`src/rtl/tid_pkg.sv`:
```
// Package for the Thumb instruction decoder: operation codes and the decoded result type.
// No dependencies.
package tid_pkg;

  localparam logic [6:0] OP_UNDEF = 7'd0, OP_SUBR = 7'd1, OP_ADDR = 7'd2, OP_SUBI3 = 7'd3,
    OP_ADDI3 = 7'd4, OP_LSLI = 7'd5, OP_LSRI = 7'd6, OP_ASRI = 7'd7, OP_MOVI = 7'd8,
    OP_CMPI = 7'd9, OP_ADDI8 = 7'd10, OP_SUBI8 = 7'd11, OP_AND = 7'd12,
    OP_ADDHI = 7'd28, OP_CMPHI = 7'd29, OP_MOVR = 7'd30, OP_BLXR = 7'd31, OP_BXR = 7'd32,
    OP_LDRLIT = 7'd33, OP_STRR = 7'd34, OP_LDRI = 7'd42, OP_STRI = 7'd43, OP_LDRBI = 7'd44,
    OP_STRBI = 7'd45, OP_LDRHI = 7'd46, OP_STRHI = 7'd47, OP_LDRSP = 7'd48,
    OP_STRSP = 7'd49, OP_ADRPC = 7'd50, OP_ADDSPI = 7'd51, OP_ADDSPSP = 7'd52,
    OP_SUBSPSP = 7'd53, OP_PUSHL = 7'd54, OP_POPL = 7'd55, OP_NOPH = 7'd56,
    OP_SXTHW = 7'd61, OP_REVW = 7'd65, OP_REV16W = 7'd66, OP_REVSHW = 7'd67,
    OP_BKPTI = 7'd68, OP_LDMIA = 7'd69, OP_STMIA = 7'd70, OP_UDFI = 7'd71,
    OP_SVCI = 7'd72, OP_BCOND = 7'd73, OP_BUNC = 7'd74, OP_BLW = 7'd75;

  localparam logic [3:0] COND_AL = 4'd14;

  typedef struct packed {
    logic [6:0]  op_code;
    logic [3:0]  dest_reg;
    logic [3:0]  first_src_reg;
    logic [3:0]  second_src_reg;
    logic [31:0] immediate;
    logic [3:0]  condition;
    logic [15:0] register_list;
    logic [2:0]  length_bytes;
    logic [31:0] raw_word;
    logic [31:0] insn_addr;
  } dec_t;

endpackage

```
`src/rtl/tid_if.sv`:
```
// Valid/ready channel interfaces for the decoder's input and result beats.
// Depends on tid_pkg.
interface tid_in_if;
  logic        valid;
  logic        ready;
  logic [15:0] first_half;
  logic [15:0] second_half;
  logic [31:0] fetch_addr;
  modport source (output valid, first_half, second_half, fetch_addr, input ready);
  modport sink (input valid, first_half, second_half, fetch_addr, output ready);
endinterface

interface tid_out_if;
  logic          valid;
  logic          ready;
  tid_pkg::dec_t data;
  modport source (output valid, data, input ready);
  modport sink (input valid, data, output ready);
endinterface

```
`src/rtl/tid_decode.sv`:
```
// Combinational Thumb decode of one registered instruction.
// Depends on tid_pkg.
module tid_decode (
  input  logic [15:0]   w0,
  input  logic [15:0]   w1,
  input  logic [31:0]   addr,
  output tid_pkg::dec_t dec
);

  logic       wide;
  logic [2:0] lo3, mid3, r8;
  logic [3:0] top4;
  logic       s, i1, i2;

  assign wide = (w0[15:11] == 5'h1D) || (w0[15:11] == 5'h1E) || (w0[15:11] == 5'h1F);
  assign lo3  = w0[2:0];
  assign mid3 = w0[5:3];
  assign r8   = w0[10:8];
  assign top4 = w0[15:12];
  assign s    = w0[10];
  assign i1   = ~(w1[13] ^ s);
  assign i2   = ~(w1[11] ^ s);

  always_comb begin
    dec                = '0;
    dec.condition      = tid_pkg::COND_AL;
    dec.length_bytes   = wide ? 3'd4 : 3'd2;
    dec.raw_word       = wide ? {w0, w1} : {16'h0, w0};
    dec.insn_addr      = addr;
    if (wide) begin
      if (w0[15:11] == 5'h1E && w1[15] && w1[12]) begin
        dec.immediate = {{8{s}}, i1, i2, w0[9:0], w1[10:0], 1'b0};
        dec.op_code   = w1[14] ? tid_pkg::OP_BLW : tid_pkg::OP_BUNC;
      end
    end else if (w0[15:11] == 5'b00011) begin
      dec.first_src_reg = {1'b0, mid3};
      dec.dest_reg      = {1'b0, lo3};
      if (!w0[10]) begin
        dec.second_src_reg = {1'b0, w0[8:6]};
        dec.op_code = w0[9] ? tid_pkg::OP_SUBR : tid_pkg::OP_ADDR;
      end else begin
        dec.immediate = {29'h0, w0[8:6]};
        dec.op_code = w0[9] ? tid_pkg::OP_SUBI3 : tid_pkg::OP_ADDI3;
      end
    end else if (w0[15:13] == 3'b000) begin
      dec.second_src_reg = {1'b0, mid3};
      dec.dest_reg       = {1'b0, lo3};
      dec.immediate      = {27'h0, w0[10:6]};
      dec.op_code = tid_pkg::OP_LSLI + {5'h0, w0[12:11]};
    end else if (w0[15:13] == 3'b001) begin
      dec.dest_reg      = {1'b0, r8};
      dec.first_src_reg = {1'b0, r8};
      dec.immediate     = {24'h0, w0[7:0]};
      dec.op_code       = tid_pkg::OP_MOVI + {5'h0, w0[12:11]};
    end else if (w0[15:10] == 6'b010000) begin
      dec.second_src_reg = {1'b0, mid3};
      dec.dest_reg       = {1'b0, lo3};
      dec.first_src_reg  = {1'b0, lo3};
      dec.op_code        = tid_pkg::OP_AND + {3'h0, w0[9:6]};
    end else if (w0[15:10] == 6'b010001) begin
      dec.second_src_reg = w0[6:3];
      unique case (w0[9:8])
        2'd0: begin
          dec.first_src_reg = {w0[7], lo3};
          dec.dest_reg      = {w0[7], lo3};
          dec.op_code       = tid_pkg::OP_ADDHI;
        end
        2'd1: begin
          dec.first_src_reg = {w0[7], lo3};
          dec.op_code       = tid_pkg::OP_CMPHI;
        end
        2'd2: begin
          dec.dest_reg = {w0[7], lo3};
          dec.op_code  = tid_pkg::OP_MOVR;
        end
        default: dec.op_code = w0[7] ? tid_pkg::OP_BLXR : tid_pkg::OP_BXR;
      endcase
    end else if (w0[15:11] == 5'b01001) begin
      dec.op_code   = tid_pkg::OP_LDRLIT;
      dec.dest_reg  = {1'b0, r8};
      dec.immediate = {22'h0, w0[7:0], 2'b00};
    end else if (top4 == 4'h5) begin
      dec.second_src_reg = {1'b0, w0[8:6]};
      dec.first_src_reg  = {1'b0, mid3};
      dec.dest_reg       = {1'b0, lo3};
      dec.op_code        = tid_pkg::OP_STRR + {4'h0, w0[11:9]};
    end else if (top4 == 4'h6 || top4 == 4'h7 || top4 == 4'h8) begin
      dec.first_src_reg = {1'b0, mid3};
      dec.dest_reg      = {1'b0, lo3};
      if (top4 == 4'h6) begin
        dec.immediate = {25'h0, w0[10:6], 2'b00};
        dec.op_code   = w0[11] ? tid_pkg::OP_LDRI : tid_pkg::OP_STRI;
      end else if (top4 == 4'h7) begin
        dec.immediate = {27'h0, w0[10:6]};
        dec.op_code   = w0[11] ? tid_pkg::OP_LDRBI : tid_pkg::OP_STRBI;
      end else begin
        dec.immediate = {26'h0, w0[10:6], 1'b0};
        dec.op_code   = w0[11] ? tid_pkg::OP_LDRHI : tid_pkg::OP_STRHI;
      end
    end else if (top4 == 4'h9 || top4 == 4'hA) begin
      dec.dest_reg  = {1'b0, r8};
      dec.immediate = {22'h0, w0[7:0], 2'b00};
      if (top4 == 4'h9) dec.op_code = w0[11] ? tid_pkg::OP_LDRSP : tid_pkg::OP_STRSP;
      else dec.op_code = w0[11] ? tid_pkg::OP_ADDSPI : tid_pkg::OP_ADRPC;
    end else if (top4 == 4'hB) begin
      if (w0[11:7] == 5'b00000) begin
        dec.immediate = {23'h0, w0[6:0], 2'b00};
        dec.op_code   = tid_pkg::OP_ADDSPSP;
      end else if (w0[11:7] == 5'b00001) begin
        dec.immediate = {23'h0, w0[6:0], 2'b00};
        dec.op_code   = tid_pkg::OP_SUBSPSP;
      end else if (w0[11:9] == 3'b010) begin
        dec.op_code       = tid_pkg::OP_PUSHL;
        dec.register_list = {1'b0, w0[8], 6'h0, w0[7:0]};
      end else if (w0[11:9] == 3'b110) begin
        dec.op_code       = tid_pkg::OP_POPL;
        dec.register_list = {w0[8], 7'h0, w0[7:0]};
      end else if (w0[11:8] == 4'hF && w0[3:0] == 4'h0) begin
        dec.op_code = (w0[7:4] < 4'd5) ? tid_pkg::OP_NOPH + {3'h0, w0[7:4]}
                                       : tid_pkg::OP_NOPH;
      end else if (w0[11:8] == 4'h2) begin
        dec.second_src_reg = {1'b0, mid3};
        dec.dest_reg       = {1'b0, lo3};
        dec.op_code        = tid_pkg::OP_SXTHW + {5'h0, w0[7:6]};
      end else if (w0[11:8] == 4'hA) begin
        if (w0[7:6] != 2'd2) begin
          dec.second_src_reg = {1'b0, mid3};
          dec.dest_reg       = {1'b0, lo3};
          dec.op_code = (w0[7:6] == 2'd0) ? tid_pkg::OP_REVW :
                        (w0[7:6] == 2'd1) ? tid_pkg::OP_REV16W : tid_pkg::OP_REVSHW;
        end
      end else if (w0[11:8] == 4'hE) begin
        dec.op_code   = tid_pkg::OP_BKPTI;
        dec.immediate = {24'h0, w0[7:0]};
      end
    end else if (top4 == 4'hC) begin
      dec.first_src_reg = {1'b0, r8};
      dec.register_list = {8'h0, w0[7:0]};
      dec.op_code       = w0[11] ? tid_pkg::OP_LDMIA : tid_pkg::OP_STMIA;
    end else if (top4 == 4'hD) begin
      if (w0[11:8] == 4'hE) begin
        dec.op_code   = tid_pkg::OP_UDFI;
        dec.immediate = {24'h0, w0[7:0]};
      end else if (w0[11:8] == 4'hF) begin
        dec.op_code   = tid_pkg::OP_SVCI;
        dec.immediate = {24'h0, w0[7:0]};
      end else begin
        dec.op_code   = tid_pkg::OP_BCOND;
        dec.condition = w0[11:8];
        dec.immediate = {{23{w0[7]}}, w0[7:0], 1'b0};
      end
    end else if (w0[15:11] == 5'b11100) begin
      dec.op_code   = tid_pkg::OP_BUNC;
      dec.immediate = {{20{w0[10]}}, w0[10:0], 1'b0};
    end
  end

endmodule

```
`src/rtl/thumb_instruction_decoder_top.sv`:
```
// Thumb instruction decoder: an input register feeds a combinational decode,
// whose result goes to a result register. Throughput one instruction per cycle
// while the output does not stall; a skid slot takes one decoded beat in a stall.
// Synchronous active-low reset empties both registers and the skid slot;
// payload is not reset. Depends on tid_pkg, tid_if and tid_decode.
module thumb_instruction_decoder_top (
  input logic   clk,
  input logic   rst_n,
  tid_in_if.sink    in_ch,
  tid_out_if.source out_ch
);

  // Input register stage.
  logic        s1_valid_r;
  logic [15:0] w0_r, w1_r;
  logic [31:0] addr_r;
  logic        s1_adv;

  // Result register and skid slot.
  logic          out_valid_r, skid_valid_r;
  tid_pkg::dec_t out_data_r, skid_data_r, dec;

  tid_decode u_dec (.w0(w0_r), .w1(w1_r), .addr(addr_r), .dec(dec));

  // Advance stage 1 whenever the skid slot is free: it can always absorb one beat.
  assign s1_adv      = !skid_valid_r;
  assign in_ch.ready = s1_adv;

  always_ff @(posedge clk) begin
    if (s1_adv) begin
      w0_r   <= in_ch.first_half;
      w1_r   <= in_ch.second_half;
      addr_r <= in_ch.fetch_addr;
    end
  end

  always_ff @(posedge clk) begin
    if (!rst_n) begin
      s1_valid_r   <= 1'b0;
      out_valid_r  <= 1'b0;
      skid_valid_r <= 1'b0;
    end else begin
      if (s1_adv) s1_valid_r <= in_ch.valid;
      if (!out_valid_r || out_ch.ready) begin
        // Output free: take the skid beat first, else the fresh decode.
        out_valid_r  <= skid_valid_r || (s1_valid_r && s1_adv);
        skid_valid_r <= 1'b0;
      end else if (s1_valid_r && s1_adv) begin
        // Output stalled: park the fresh decode in the skid slot.
        skid_valid_r <= 1'b1;
      end
    end
  end

  always_ff @(posedge clk) begin
    if (!out_valid_r || out_ch.ready) begin
      out_data_r <= skid_valid_r ? skid_data_r : dec;
    end else if (s1_adv) begin
      skid_data_r <= dec;
    end
  end

  assign out_ch.valid = out_valid_r;
  assign out_ch.data  = out_data_r;

`ifndef ASSERT_OFF
  a_skid_only_when_stalled: assert property (@(posedge clk) disable iff (!rst_n)
    skid_valid_r |-> out_valid_r) else $error("skid full with empty output");
  a_hold_out: assert property (@(posedge clk) disable iff (!rst_n)
    out_valid_r && !out_ch.ready |=> out_valid_r && $stable(out_data_r))
    else $error("result dropped under stall");
  a_len: assert property (@(posedge clk) disable iff (!rst_n)
    out_valid_r |-> (out_data_r.length_bytes == 3'd2 || out_data_r.length_bytes == 3'd4))
    else $error("bad length");
`endif

endmodule
```
`src/flat_wrapper.sv`:
```
// flat-port wrapper written by rule: the top's interface ports become plain ports
module thumb_instruction_decoder_top_flat 
  (clk, rst_n, in_ch_valid, in_ch_first_half, in_ch_second_half, in_ch_fetch_addr, in_ch_ready, out_ch_valid, out_ch_data, out_ch_ready);
  tid_in_if in_ch_i ();
  tid_out_if out_ch_i ();
  input logic clk;
  input logic rst_n;
  input wire logic [$bits(in_ch_i.valid)-1:0] in_ch_valid;
  input wire logic [$bits(in_ch_i.first_half)-1:0] in_ch_first_half;
  input wire logic [$bits(in_ch_i.second_half)-1:0] in_ch_second_half;
  input wire logic [$bits(in_ch_i.fetch_addr)-1:0] in_ch_fetch_addr;
  output wire logic [$bits(in_ch_i.ready)-1:0] in_ch_ready;
  output wire logic [$bits(out_ch_i.valid)-1:0] out_ch_valid;
  output wire logic [$bits(out_ch_i.data)-1:0] out_ch_data;
  input wire logic [$bits(out_ch_i.ready)-1:0] out_ch_ready;
  assign in_ch_i.valid = in_ch_valid;
  assign in_ch_i.first_half = in_ch_first_half;
  assign in_ch_i.second_half = in_ch_second_half;
  assign in_ch_i.fetch_addr = in_ch_fetch_addr;
  assign in_ch_ready = in_ch_i.ready;
  assign out_ch_valid = out_ch_i.valid;
  assign out_ch_data = out_ch_i.data;
  assign out_ch_i.ready = out_ch_ready;
  thumb_instruction_decoder_top u_core (.clk(clk), .rst_n(rst_n), .in_ch(in_ch_i), .out_ch(out_ch_i));
endmodule
```
`config.mk`:
```
export PLATFORM = sky130hd
export DESIGN_NAME = thumb_instruction_decoder_top_flat
export DESIGN_NICKNAME = d
export VERILOG_FILES = /design/src/rtl/tid_pkg.sv /design/src/rtl/tid_if.sv /design/src/rtl/tid_decode.sv /design/src/rtl/thumb_instruction_decoder_top.sv /design/src/flat_wrapper.sv
export SDC_FILE = /design/constraint.sdc
export NUM_CORES = 1
export LEC_CHECK = 0
export BUFFER_PORTS_ARGS = -buffer_cell sky130_fd_sc_hd__clkbuf_2
export CAP_MARGIN = 10
export CORE_AREA = 2 2 162 164
export CTS_BUF_LIST = sky130_fd_sc_hd__clkbuf_8 sky130_fd_sc_hd__clkbuf_16
export DETAILED_ROUTE_END_ITERATION = 10
export DIE_AREA = 0 0 164 166
export HOLD_SLACK_MARGIN = 0.06
export PLACE_DENSITY = 0.95
export SYNTH_ARGS = -nofsm -noshare
export SYNTH_HDL_FRONTEND = slang
export SYNTH_HIERARCHICAL = 1
export SYNTH_SLANG_ARGS = --single-unit
```
`constraint.sdc`:
```
create_clock -name clk -period 45.4 [get_ports clk]
set_clock_uncertainty 0.1 [all_clocks]
set_input_delay 13.62 -clock clk [delete_from_list [all_inputs] [get_ports clk]]
set_output_delay 13.62 -clock clk [all_outputs]
set_load 0.1 [all_outputs]
```
==> impl_metrics.toml <==
[run_status]
outcome = "finished clean"

[finish]
area_growth_syn_to_layout_pct = 13.09
finish.utilization_pct = 70.06
n_fill_cell = 1643
insertedDiodeCount = 0
final_cell_area_sq_um = 17950
drive_above_1_share_pct = 35.15
layoutNonFillerInstCount = 1581
fin_nets = 1311

[sta]
setup_tns_ps = 0
max_freq_mhz = 63.70
rsz0062_at_grt = "no"
post-route-min-period_ps = 15700
report.final.hold_viol_count = 0
timing.final.crit_share_pct = 34.58
timing.final.setup_violations = 0
relSlewSlack_pct = 29.77
slew_violations = 0
tightest_slew_ps = 1053

[critical_path]
startpoint_type = "input port"
crit_type = "input port to register"
timing.reg2reg.setup_slack_ps = 40510
worstPathArrival_ps = 15720
cp_data_required_time_ps = 45420
cp-end-kind = "register"
cp_max_fo = 81
ff2ff_path_depth = 8
timing.rr.start = "u_core/w0_r[10]$_DFFE_PN_"
origin_of_the_worst_setup_path = "out_ch_ready"

[floorplanning]
floorplan.die_area_sq_um = 27220
initial_utilization_pct = 61.95
floorplan.core_area_sq_um = 25620
core.rowCount = 59
io_pins = 208
chipWidth_microns = 164
fp.dieH_microns = 166

[detailed_routing]
drc = 0
post_drt_via_cell_ratio = 6.319
via_count = 9991
wl_microns = 40540
wire_per_inst_microns = 25.64
postRouteAntennaNets = 0
drt_iter0_markers = 1095
first_pass_iters = 8

[synth]
synth-async-reset-ratio_pct = 0
synth_enable_flop_cells = 340
synth_simple_gate_area_share_pct = 7.159
yosys-mux-area-fraction_pct = 11.87
postSynthCellCount = 1073
synth_compound_area_share_pct = 9.161
ys_seq_elements = 343
synth.distinct_cells = 80
main_combinational_cell_family_by_area_after_synthesis = "multiplexers"
predominant_post_synthesis_flop_cell = "edfxtp_1"
syn-mean-instance-area_sq_um = 14.79
yosysSeqAreaShare_pct = 64.71
synth_fa_ha_area_share_pct = 1.656
netlist_area_sq_um = 15870
synth_xor_area_share_pct = 0.1104
yosysWarningCount = 6

[power]
switchingPower_w = 0.0002333
internal_power_w = 0.0005765
power.combinational.fraction_pct = 16.1
clockPowerShare_pct = 37.5
irDropWorstVdd_mv = 0.03718
switching_share_pct = 28.81
share_seq_of_total_power_pct = 46.4
power_leakage_nw = 7.087
power_density_nw_per_um2 = 45.12

[placed_design]
placement.io_buffers = 207
number_of_placed_cells_counting_well_taps = 1519
globalplace.congestion = 0.9783
place_area_sq_um = 16730
dp_hpwl_microns = 25380

[clocking]
post_cts_buffers = 0
clkTransAtPathRegs_ps = 60
cts_hold_buf = 0
worstSkewPairLatency_ps = 520
cts_tree = "done"
numCtsBuffers = 36
cts_repair_resize_count = 0
cts_sinks = 343
htree_levels = 2
ctsLongestPathBuffers = 3
clk_root_buffer_cell = "clkbuf_16"

[global_routing]
wire_length_of_the_first_global_routing_pass_microns = 61400
overflow = 0
grt_max_degree = 82
first_global_vias = 10055
track_usage_pct = 30.06
grt_antenna_before_repair = 0

[worst_hold_path]
timing.hold.worst.class = "register to register"
hold_depth = 1
min-delay-start = "u_core/s1_valid_r$_SDFFE_PN0N_"

[job]
max_cap_viol_count = 0
==> sequential cells by signal (all words and copies together) (netlist names) <==
name	count
u_core/addr_r	32
u_core/out_ch.data	138
u_core/out_ch.valid	1
u_core/s1_valid_r	1
u_core/skid_data_r	138
u_core/skid_valid_r	1
u_core/w0_r	16
u_core/w1_r	16
==> critical path, stage by stage <==
cell	delay [ps]
clkbuf_2	110
nor2b_4	40
buf_4	390
inv_6	550
buf_4	860
==> cell usage after synthesis (all sizes together) (8+ instances only) <==
cell type / count / area (sq um)
a211oi: 15 / 112.6
and2: 18 / 112.6
nor2b: 11 / 68.82
buf: 88 / 654.4
nand3: 17 / 85.08
o21ai: 46 / 230.2
nor3: 8 / 56.31
o22ai: 10 / 62.56
clkbuf: 32 / 121.4
nand2: 69 / 259.0
mux2: 138 / 1843
inv: 16 / 60.06
nor2: 50 / 187.7
a22o: 8 / 70.07
a21o: 18 / 135.1
edfxtp: 340 / 10210
a21oi: 33 / 168.9
ha: 21 / 262.8
==> layout by cell type (no fill, tap or decap), types with 5 or more instances in the layout <==
cell and count:
edfxtp_1 340, clkbuf_2 207, mux2_4 77, nand2_1 69
mux2_2 61, nor2_1 48, o21ai_0 41, clkbuf_16 36
a21oi_1 32, ha_1 21, inv_1 20, buf_4 18
and2_1 18, a21o_1 18, nand3_1 17, a211oi_1 15
nor2b_1 10, o22ai_1 10, a22o_1 8, bufinv_16 7
nand2b_1 7, a221oi_1 7, o211ai_1 7, conb_1 7
clkinv_1 6, nor3_1 6, a22oi_1 5, a211o_1 5
o21a_1 5, a31oi_1 5, o21ai_1 5
==> layer usage <==
| layer | track usage, % | up-vias | wire length, microns |
|---|---|---|---|
| li1 | - | 4345 | - |
| met1 | 40.57 | 4860 | 15700 |
| met2 | 46.84 | 647 | 18680 |
| met3 | 8.691 | 139 | 4493 |
| met4 | 10.95 | 0 | 1662 |
| met5 | 0 | - | 0 |
==> power by group through the flow <==
stage	clock (W)	sequential [W]	combinational, W
6_report	0.000303	0.000376	0.000130
5_1_grt	0.000319	0.000377	0.000135
4_1_cts	0.000308	0.000376	0.000129
3_5_place_dp	0	0.000382	0.000128
3_3_place_gp	0	0.000381	0.000127
2_1_floorplan	0	0.000451	0.0000361
==> logic make-up (layout without fill, tap and decap cells) <==
kind of cell	after synthesis	after routing
other	1	7
flip-flops	343	343
AND/OR/NAND/NOR	216	216
buffers and inverters	138	305
multiplexers	142	142
adder cells (fa/ha/maj)	21	21
XOR/XNOR	2	2
AO/OA/AOI/OAI	210	210
==> per-stage QoR <==
step	worst slack (ps)	total power (W)	hold slack, ps
6_report	29700	0.0008098	448.5
5_1_grt	29530	0.0008312	463.4
4_1_cts	29690	0.0008134	442.6
3_5_place_dp	29170	0.0005103	406.0
3_3_place_gp	29310	0.0005079	380.2
2_1_floorplan	17800	0.0004868	365.2
==> final timing paths <==
kind                                                          end
worst max-delay path             u_core/out_ch.data[67]$_DFFE_PP_
worst min-delay path             u_core/out_ch.valid$_SDFFE_PN0P_
worst max register to register  u_core/skid_data_r[113]$_DFFE_PN_
worst min register to register   u_core/out_ch.valid$_SDFFE_PN0P_
==> final cells by class <==
type	count	area, sq um	share of cell area (%)
inverter	18	72.57	0.4044
clock buffer	36	900.9	5.020
multi-input combinational	598	4792	26.70
timing repair buffer	225	1171	6.525
clock inverter	26	317.8	1.771
sequential	343	10270	57.24
tap	335	419.2	2.335
Power figures use the tool's default switching activity.
